<file path="config.mk">
export PLATFORM = sky130hd
export DESIGN_NAME = swp_obuf
export DESIGN_NICKNAME = d
export VERILOG_FILES = /design/src/rtl/core/swp_pkg.sv /design/src/rtl/core/swp_obuf.sv
export SDC_FILE = /design/constraint.sdc
export NUM_CORES = 1
export LEC_CHECK = 0
export BUFFER_PORTS_ARGS = -buffer_cell sky130_fd_sc_hd__buf_4
export CAP_MARGIN = 30
export CORE_MARGIN = 2
export CORE_UTILIZATION = 35
export DETAILED_ROUTE_END_ITERATION = 10
export PLACE_DENSITY = 0.79
export SLEW_MARGIN = 10
export SYNTH_ARGS = -nofsm -noshare
export SYNTH_HDL_FRONTEND = slang
export SYNTH_SLANG_ARGS = --single-unit
</file>
<file path="constraint.sdc">
create_clock -name i_clk -period 0.9 [get_ports i_clk]
set_clock_uncertainty 0.2 [all_clocks]
set_input_delay 0.09 -clock i_clk [delete_from_list [all_inputs] [get_ports i_clk]]
set_output_delay 0.09 -clock i_clk [all_outputs]
set_load 0.02 [all_outputs]
</file>
<file path="src/rtl/core/swp_pkg.sv">
`default_nettype none

package swp_pkg;

    localparam int DEF_SEG_DEPTH = 256;
    localparam int DEF_SEQ_SLOTS = 30;
    localparam int DEF_SEGMENTS  = 4;

    localparam logic [11:0] RESET_CODE = 12'd2037;
    localparam int          RESET_LEN  = 200;

    localparam logic [2:0] CMD_WRITE = 3'd0;
    localparam logic [2:0] CMD_LEN   = 3'd1;
    localparam logic [2:0] CMD_SLOT  = 3'd2;
    localparam logic [2:0] CMD_TRIG  = 3'd3;
    localparam logic [2:0] CMD_TICK  = 3'd4;

    typedef struct packed {
        logic [11:0] dac_code;
        logic        dac_write;
        logic        last_sample;
        logic        busy_res;
        logic        rejected;
    } t_res;

endpackage

`default_nettype wire

</file>
<file path="src/rtl/core/swp_obuf.sv">
`default_nettype none

module swp_obuf (
    input  wire logic          i_clk,
    input  wire logic          i_rst_n,
    input  wire logic          i_load,
    input  wire swp_pkg::t_res i_res,
    output logic               o_free,
    output logic               m_axis_tvalid,
    input  wire logic          m_axis_tready,
    output logic [15:0]        m_axis_tdata,  // dac_code[11:0], busy_res, rejected, zero pad
    output logic               m_axis_tuser,  // dac_write
    output logic               m_axis_tlast   // last_sample
);

    logic          r_valid;
    swp_pkg::t_res r_res;

    assign o_free        = !r_valid || m_axis_tready;
    assign m_axis_tvalid = r_valid;
    assign m_axis_tdata  = {2'b00, r_res.rejected, r_res.busy_res, r_res.dac_code};
    assign m_axis_tuser  = r_res.dac_write;
    assign m_axis_tlast  = r_res.last_sample;

    always_ff @(posedge i_clk) begin
        if (!i_rst_n) begin
            r_valid <= 1'b0;
        end else if (i_load) begin
            r_valid <= 1'b1;
        end else if (m_axis_tready) begin
            r_valid <= 1'b0;
        end
        if (i_load) begin
            r_res <= i_res;
        end
    end

endmodule

`default_nettype wire

</file>
==> Yosys cells after proc, flatten, opt, wreduce, memory -nomap -nowiden <==
Cells that the tools add are included.
{ "op_classes": {"muxes": 2, "multipliers": 0, "reduce_logical": 3, "n_eq_ne": 0, "addsub": 0, "div_mod_pow": 0, "n_shift": 0, "n_bitwise": 0, "magnitude_cmp": 0} }
{ "op_table": {"columns": ["op", "count"], "rows": [
  ["$mux 1", 2],
  ["$reduce_bool 2->1", 1],
  ["$logic_not 1->1", 1],
  ["$logic_or 1x1->1", 1]
]} }
{ "word_totals": {"ramBits": 0, "elab_cells": 11, "mem_bits_ro": 0, "out_inout_bits": 20, "register_bits": 17, "input_bits": 20, "latchBits": 0, "mem_count": 0} }

==> Depth between registers and ports, before layout <==
Gate-level depths: netlist of run 1.
{ "logic_depth": {"ltp_word": 2, "mapped_depth": 2, "depth_no_buf": 2} }

==> Worst setup path before layout of run 1 <==
Ideal clock, no wire load.
{ "synth_path": {"kind": "register to register", "start": "register m_axis_tvalid (netlist name)", "end": "register r_valid (netlist: m_axis_tvalid)", "setup_time_ns": 0.066, "arrival_time_ns": 0.708, "stages_incl_launch_ff": 3, "required_time_ns": 0.634, "period_less_slack_ns": 0.974, "path_buffers": 0, "setup_slack_ns": -0.074, "cell_sequence": "dfxtp_1 -> nand2b_4 -> a21boi_2"} }
{ "synth_lines": {"columns": ["element", "line", "source"], "rows": [
  ["end signal, assigned", "swp_obuf.sv:27", "r_valid <= 1'b0;"],
  ["end signal, assigned", "swp_obuf.sv:29", "r_valid <= 1'b1;"],
  ["end signal, assigned", "swp_obuf.sv:31", "r_valid <= 1'b0;"],
  ["end, declared", "swp_obuf.sv:16", "logic r_valid;"]
]} }

==> Worst setup path in the final report of run 1 <==
{ "layout_path": {"start": "register r_valid (netlist: m_axis_tvalid)", "end": "output port o_free"} }
{ "layout_via": {"elab_chain_len": 2} }
{ "layout_lines": {"columns": ["element", "line", "source"], "rows": [
  ["$logic_not 1->1", "swp_obuf.sv:19", "assign o_free = !r_valid || m_axis_tready;"],
  ["$logic_or 1x1->1", "swp_obuf.sv:19", null],
  ["end, declared", "swp_obuf.sv:8", "output logic o_free,"]
]} }
Every way passes these cells.

==> results of run 1 <==
## area by class of cell
type | instances | area (um2)
fillers | 96 | 358
flip-flops and latches | 17 | 504
repair buffers | 55 | 544
multi-input cells | 4 | 32.5
clock buffers | 4 | 26.3
inverters | 1 | 3.75
well taps | 16 | 20.0
## synth_stat cells
master | number | area [um2]
inv_1 | 1 | 3.75
dfxtp_1 | 1 | 20.0
nand2b_4 | 1 | 13.8
buf_4 | 2 | 15.0
conb_1 | 1 | 3.75
edfxtp_1 | 16 | 480
a21boi_2 | 1 | 11.3
## worst min-delay path: cells and delay by family
family,cells,cell delay [ns]
AND/OR/NAND/NOR,1,0.12
buffers and inverters,2,0.17
AO/OA/AOI/OAI,1,0.03
## state kept, by name (all words and copies together), names as in the netlist
register,count
m_axis_tdata,14
m_axis_tlast,1
m_axis_tuser,1
m_axis_tvalid,1
## cell usage in the layout, fill, tap and decap left out
master	n
a21boi_2	1
buf_4	19
buf_6	19
clkbuf_1	1
clkbuf_4	3
conb_1	2
dfxtp_4	1
dlygate4sd3_1	10
dlymetal6s4s_1	7
edfxtp_1	16
inv_1	1
nand2b_4	1
## worst paths after layout
path,slack [ns],end,from,cells past startpoint
setup / recovery,-0.23,o_free,m_axis_tvalid,2
hold / removal,-0.04,m_axis_tvalid,m_axis_tready,4
setup reg to reg,0,m_axis_tvalid,m_axis_tvalid,3
hold reg to reg,0.39,m_axis_tvalid,m_axis_tvalid,3
## through the flow
step,util,setup TNS [ns]
floorplan,-,0
global placement,0.561,0
detailed placement,0.561,0
CTS,0.723,-4.01
global route,0.760,-4.44
finish,0.760,-3.72
## kinds of logic after synthesis
| group | after synthesis | synth area share |
|---|---|---|
| flip-flops | 17 | 0.913 |
| AND/OR/NAND/NOR | 1 | 0.0251 |
| buffers and inverters | 3 | 0.0342 |
| AO/OA/AOI/OAI | 1 | 0.0205 |
| other | 1 | 0.00684 |
## what timing repair did
item | 4_1_cts | 5_1_grt
pin swaps | 0 | 1
hold buffers | 15 | 2
resized for setup | 17 | 10
hold endpoints to repair | 33 | 26
buffers inserted | 0 | 1
setup endpoints to repair | 18 | 26
## power groups by stage
stage          Clock (mW)  Combinational [mW]  Sequential [mW]
5_1_grt             0.447               0.392            0.968
3_5_place_dp            0               0.267            0.972
6_report            0.383               0.373            0.962
2_1_floorplan           0              0.0255             1.05
4_1_cts             0.404               0.354            0.966
3_3_place_gp            0               0.264            0.967
## metal layers
layer / routed length [um] / track usage / vias up
met1: 441 / 0.160 / 183
li1: - / - / 196
met2: 734 / 0.259 / 17
met3: 66 / 0.0250 / 0
met5: 0 / 0 / -
met4: 0 / 0.0545 / 0
==> summary.md, run 1 <==
| Metric | Value |
|---|---|
| CTS root buf | clkbuf_4 |
| Gr usage total | 0.141 |
| Synth Register Bits | 17 |
| Placeable core area | 1490 um2 |
| Critical path's largest stage delay | 0.37 ns |
| CP arrival | 0.84 ns |
| Vias in the first global route | 429 |
| Seq pwr share | 0.560 |
| Setup crit start kind | flop |
| LEAKAGE | 0.542 nW |
| Buf+Inv Stages, Crit Path | 1 |
| Post-route design area | 1130 um2 |
| Synth warnings | 0 |
| Num CTS Buffers | 3 |
| First-pass GRT wire length | 1.86 mm |
| Critical-path cell list | nand2b_4 > buf_6 |
| Via Count | 396 |
| Net Sw Power | 0.390 mW |
| H-tree Lvls | 1 |
| Area post-placement | 836 um2 |
| CP max FO | 2 |
| Pint | 1.33 mW |
| Initial antenna violation count | 0 |
| DP Cell Count | 75 |
| Failing checks | hold timing, setup timing |
| Initial Utilization | 0.368 |
| Area delta synth->final | 106% |
| Via density | 4.08 |
| Drt pass-1 iters | 3 |
| Status | complete, but fails checks |
| CP endpoint kind | output port |
| Hold Path Class | input pin to flop |
| Io pins | 40 |
| Clk_lat worst skew | 0.27 ns |
| Grt ovf | 0 |
| # diodes | 0 |
| Power, Total | 1.72 mW |
| Non-filler cells, final | 97 |
| Die Wd | 43.6 um |
| Syn Area/Cell | 23.8 um2 |
| Pre-CTS setup slack | 0.0643 ns |
| Synth Instances | 23 |
| Critical Setup Path Class | flop to output port |
| Cell variety after synth | 7 |
| Min Hold Slack | -0.0351 ns |
| Seq/Total Area, Yosys | 0.913 |
| Slowest CP cell | dfxtp_4 |
| TritonCTS Sinks | 17 |
| Period minus WS final | 1.13 ns |
| Port buffer count | 37 |
| Max-slew violations | 0 |
| WL per Instance | 12.8 um |
| Comb pwr share | 0.217 |
| Reg clk slew, reported paths | 0.09 ns |
| Share of post-route cells with drive strength above 1 | 0.543 |
| Antenna Violating Nets Remaining | 0 |
| Hold Fails Final Rpt | 23 |
| Die Area | 1900 um2 |
| # setup viols final | 28 |
| Initial DRC count | 5 |
| Pwr dens | 1520 nW/um2 |
| CTS tree | yes |
| Syn Std Cell Area | 548 um2 |
| Clock power frac | 0.223 |
| Clock buffer depth | 2 |
| Largest net degree at the start of global routing | 18 |
| Cell Rows | 14 |
| Fin crit share | 1.25 |
| Family with the most delay on the worst path | flip-flops |
| # Max-Cap Violations | 0 |
| RSZ-0062 raised after global routing | true |
| WL final | 1.24 mm |
| Final WS setup | -0.227 ns |
| DP HPWL | 810 um |
| Sw Ratio | 0.227 |
| GPL Wtd Cong | 0.565 |
| Die height | 43.6 um |
| Max Freq | 888 MHz |
| CP Data Required Time | 0.61 ns |
| Worst VDD drop | 932 uV |
| DRC | 0 |
| Final nets | 102 |
(Power assumes the default switching activity.)
==> run 2, diff against run 1 <==
Settings changed: SKIP_CTS_REPAIR_TIMING from default to 1.
==> run 2 against run 1 <==
  * The flow still finishes with violations (hold timing, setup timing)
  * Cell count unchanged
  * Cell area decreased by 1.9%
  * Global-route usage decreased by 2.1 points
  * Clock power about the same
  * Sequential share of layout area increased by 0.85 points
  * Worst hold slack got worse by 0.0011 ns
  * Critical path depth decreased by 1
  * Critical endpoint is now m_axis_tdata[11]
  * Largest power group unchanged
==> summary.md, run 2 (synthesis results as in run 1) <==
| Metric | Value |
|---|---|
| Status | complete, but fails checks |
| Failing checks | hold timing, setup timing |
| GPL Wtd Cong | 0.565 |
| Hold Path Class | input pin to flop |
| Fin crit share | 1.26 |
| Worst R2R End | m_axis_tvalid |
| Reg-to-Reg Start | m_axis_tvalid |
| Gr usage total | 0.120 |
| Critical path's largest stage delay | 0.42 ns |
| Antenna Violating Nets Remaining | 0 |
| Via density | 4.12 |
| Max-slew violations | 0 |
| CP Data Required Time | 0.61 ns |
| Slowest CP cell | edfxtp_1 |
| Clk_lat worst skew | 0.27 ns |
| Period minus WS final | 1.13 ns |
| Min Hold Slack | -0.0363 ns |
| Max Freq | 882 MHz |
| Die Wd | 43.6 um |
| TritonCTS Sinks | 17 |
| Drt pass-1 iters | 3 |
| Hold Path End | m_axis_tvalid |
| Power, Total | 1.71 mW |
| HP Start | m_axis_tready |
| Port buffer count | 37 |
| Cell Rows | 14 |
| Die height | 43.6 um |
| Final WS setup | -0.234 ns |
| Buf+Inv Stages, Crit Path | 1 |
| Worst r2r path cells | 3 |
| Vias in the first global route | 343 |
| Setup crit start kind | flop |
| Via Count | 400 |
| Max FFs per register | 14 |
| CP arrival | 0.84 ns |
| RSZ-0062 raised after global routing | true |
| Largest net degree at the start of global routing | 18 |
| Reg clk slew, reported paths | 0.09 ns |
| CTS tree | yes |
| Worst VDD drop | 825 uV |
| Initial antenna violation count | 0 |
| # Max-Cap Violations | 0 |
| Pwr dens | 1540 nW/um2 |
| Initial Utilization | 0.368 |
| Share of post-route cells with drive strength above 1 | 0.543 |
| Initial DRC count | 5 |
| Worst hold stages | 4 |
| # diodes | 0 |
| Hold Fails Final Rpt | 17 |
| CP endpoint kind | output port |
| LEAKAGE | 0.479 nW |
| Placeable core area | 1490 um2 |
| Io pins | 40 |
| Worst R2R Setup Slack | -0.01 ns |
| H-tree Lvls | 1 |
| Critical-path cell list | buf_6 |
| CP max FO | 1 |
| Most common cell after layout, fill and taps aside | buf_4 |
| First-pass GRT wire length | 1.53 mm |
| Area delta synth->final | 103% |
| Die Area | 1900 um2 |
| Grt ovf | 0 |
| Critical Setup Path Class | flop to output port |
| Pre-CTS setup slack | 0.0643 ns |
| # setup viols final | 35 |
| CTS root buf | clkbuf_4 |
| Clock buffer depth | 2 |
| Core Util, Final | 0.745 |
| WL final | 1.25 mm |
| DP HPWL | 810 um |
| DRC | 0 |
| Num CTS Buffers | 3 |
| WL per Instance | 12.9 um |
| Final nets | 102 |
| Commonest cells after routing, fill and taps aside | buf_4, buf_6, dlygate4sd3_1 |
| Family with the most delay on the worst path | flip-flops |
## run 2: cell types whose count changed in the layout (fill, tap and decap cells not counted), sizes merged
cell	previous run	this run
dlygate4sd3	10	17
dlymetal6s4s	7	0
## run 2: report_power, final
group | internal, mW | switching (mW)
Combinational | 0.217 | 0.148
Sequential | 0.932 | 0.0306
Clock | 0.172 | 0.211
Total | 1.32 | 0.390
## run 2: area by class of cell
type	count	area [um2]
Multi-Input combinational cell	4	32.5
Sequential cell	17	504
Fill cell	103	379
Timing Repair Buffer	55	523
Inverter	1	3.75
Tap cell	16	20.0
Clock buffer	4	26.3
## run 2: worst max path at each step
stage | to | slack (ns) | depth (start not counted) | start
6_report | m_axis_tdata[11] | -0.23 | 1 | m_axis_tdata[11]
5_1_grt | m_axis_tdata[11] | -0.29 | 1 | m_axis_tdata[11]
4_1_cts | o_free | -0.26 | 2 | m_axis_tvalid
3_5_place_dp | o_free | 0.06 | 2 | m_axis_tvalid
3_3_place_gp | m_axis_tdata[3] | 0.08 | 1 | i_load
2_1_floorplan | m_axis_tvalid | 0.02 | 2 | m_axis_tvalid
## run 2: layer usage
layer	track usage	share of wire	up-vias
met4	0.0727	0	0
met1	0.136	0.34	188
met2	0.206	0.60	17
met3	0.0250	0.053	0
li1	-	-	195
met5	0	0	-
## run 2: per-stage QoR
| stage | setup TNS, ns | instance area [um2] | std cells |
|---|---|---|---|
| after floorplan | 0 | 553 | 24 |
| final | -3.93 | 1110 | 97 |
| after global placement | 0 | 836 | 75 |
| after global routing | -4.55 | 1110 | 97 |
| after CTS | -4.06 | 862 | 79 |
| after detailed placement | 0 | 836 | 75 |
==> run 3, diff against run 2 <==
Clock period 0.9 ns to 1.4 ns, I/O delays scaled along.
==> run 3 against run 2 <==
  * The flow finishes with violations (hold timing)
  * Largest power group unchanged
  * Clock power decreased by 36%
  * Worst hold slack got worse by 0.010 ns
  * Routed wire length increased by 1.5%
  * Count of clock-buffer cells in the layout unchanged
  * Register-to-register slack improved by 0.56 ns
  * First-iteration DRC count decreased by 20%
==> summary.md, run 3 (synthesis results as in run 1) <==
| Metric | Value |
|---|---|
| Die Area | 1900 um2 |
| Pre-CTS setup slack | 0.491 ns |
| Hold Fails Final Rpt | 1 |
| Final nets | 101 |
| Period minus WS final | 1.22 ns |
| Grt ovf | 0 |
| Initial DRC count | 4 |
| Cell Rows | 14 |
| Status | complete, but fails checks |
| Fin crit share | 0.870 |
| Largest net degree at the start of global routing | 18 |
| Setup crit start kind | flop |
| DRC | 0 |
| CP Data Required Time | 1.06 ns |
| Initial Utilization | 0.368 |
| Min Hold Slack | -0.0467 ns |
| CP max FO | 2 |
| Drt pass-1 iters | 2 |
| # diodes | 0 |
| Gr usage total | 0.118 |
| Failing checks | hold timing |
| CTS root buf | clkbuf_4 |
| LEAKAGE | 0.451 nW |
| CP arrival | 0.88 ns |
| Reg clk slew, reported paths | 0.09 ns |
| Via density | 4.14 |
| Die height | 43.6 um |
| Max Freq | 821 MHz |
| Placeable core area | 1490 um2 |
| Final WS setup | 0.182 ns |
| Worst VDD drop | 935 uV |
| Commonest cells after routing, fill and taps aside | buf_4, dlygate4sd3_1, edfxtp_1 |
| First-pass GRT wire length | 1.59 mm |
| CP endpoint kind | output port |
| WL final | 1.27 mm |
| Clk_lat worst skew | 0.27 ns |
| TritonCTS Sinks | 17 |
| Antenna Violating Nets Remaining | 0 |
| CTS tree | yes |
| Vias in the first global route | 358 |
| Clock buffer depth | 2 |
| Area delta synth->final | 88.1% |
| # setup viols final | 0 |
| Io pins | 40 |
| Most common cell after layout, fill and taps aside | buf_4 |
| Fillers | 101 |
| Max FFs per register | 14 |
| Max-slew violations | 0 |
| Critical Setup Path Class | flop to output port |
| WL per Instance | 13.2 um |
| Hold Path Class | input pin to flop |
| Via Count | 397 |
| Setup TNS | 0 ns |
| Share of post-route cells with drive strength above 1 | 0.525 |
| GPL Wtd Cong | 0.588 |
| Num CTS Buffers | 3 |
| H-tree Lvls | 1 |
| Port buffer count | 37 |
| RSZ-0062 raised after global routing | false |
| # Max-Cap Violations | 0 |
| Die Wd | 43.6 um |
| Initial antenna violation count | 0 |
| Pwr dens | 1030 nW/um2 |
==> run 3: path summary, 6_finish.rpt <==
check | startpoint | to | slack, ns | cells after the start
worst max-delay path | m_axis_tvalid | o_free | 0.18 | 2
worst min-delay path | m_axis_tready | m_axis_tvalid | -0.05 | 3
worst max register to register | m_axis_tvalid | m_axis_tvalid | 0.55 | 2
worst min register to register | m_axis_tvalid | m_axis_tvalid | 0.32 | 2
==> run 3: power by group <==
| part | total, mW | internal [mW] | switching, mW |
|---|---|---|---|
| Clock | 0.244 | 0.110 | 0.134 |
| Sequential | 0.611 | 0.599 | 0.0119 |
| Combinational | 0.212 | 0.115 | 0.0969 |
==> run 3: critical path, cell delays in order, from the launching register on <==
cell      delay, ns
dfxtp_1        0.38
nand2b_4       0.07
buf_4          0.15
==> run 3: layout make-up <==
type	count	area [um2]	share of cell area
Clock buffer	4	26.3	0.0255
Inverter	1	3.75	0.00364
Multi-Input combinational cell	4	32.5	0.0316
Sequential cell	17	500	0.485
Tap cell	16	20.0	0.0194
Timing Repair Buffer	54	448	0.434
==> run 3: through the flow <==
step           power, mW  instances  hold WS, ns  utilization  instance area (um2)
6_report            1.07         96      -0.0467        0.692                 1030
5_1_grt             1.12         96      -0.0535        0.692                 1030
4_1_cts             1.04         79       -0.179        0.578                  861
3_5_place_dp       0.795         75        0.119        0.561                  835
3_3_place_gp       0.791         75        0.119        0.561                  835
2_1_floorplan      0.691         24       0.0389            -                  552
==> run 3: layer usage <==
layer,vias to the layer above,global-route usage,wire length [um]
met5,-,0,0
met4,0,0.0545,0
met3,0,0.0500,74
met2,21,0.200,786
met1,182,0.128,409
li1,194,-,-
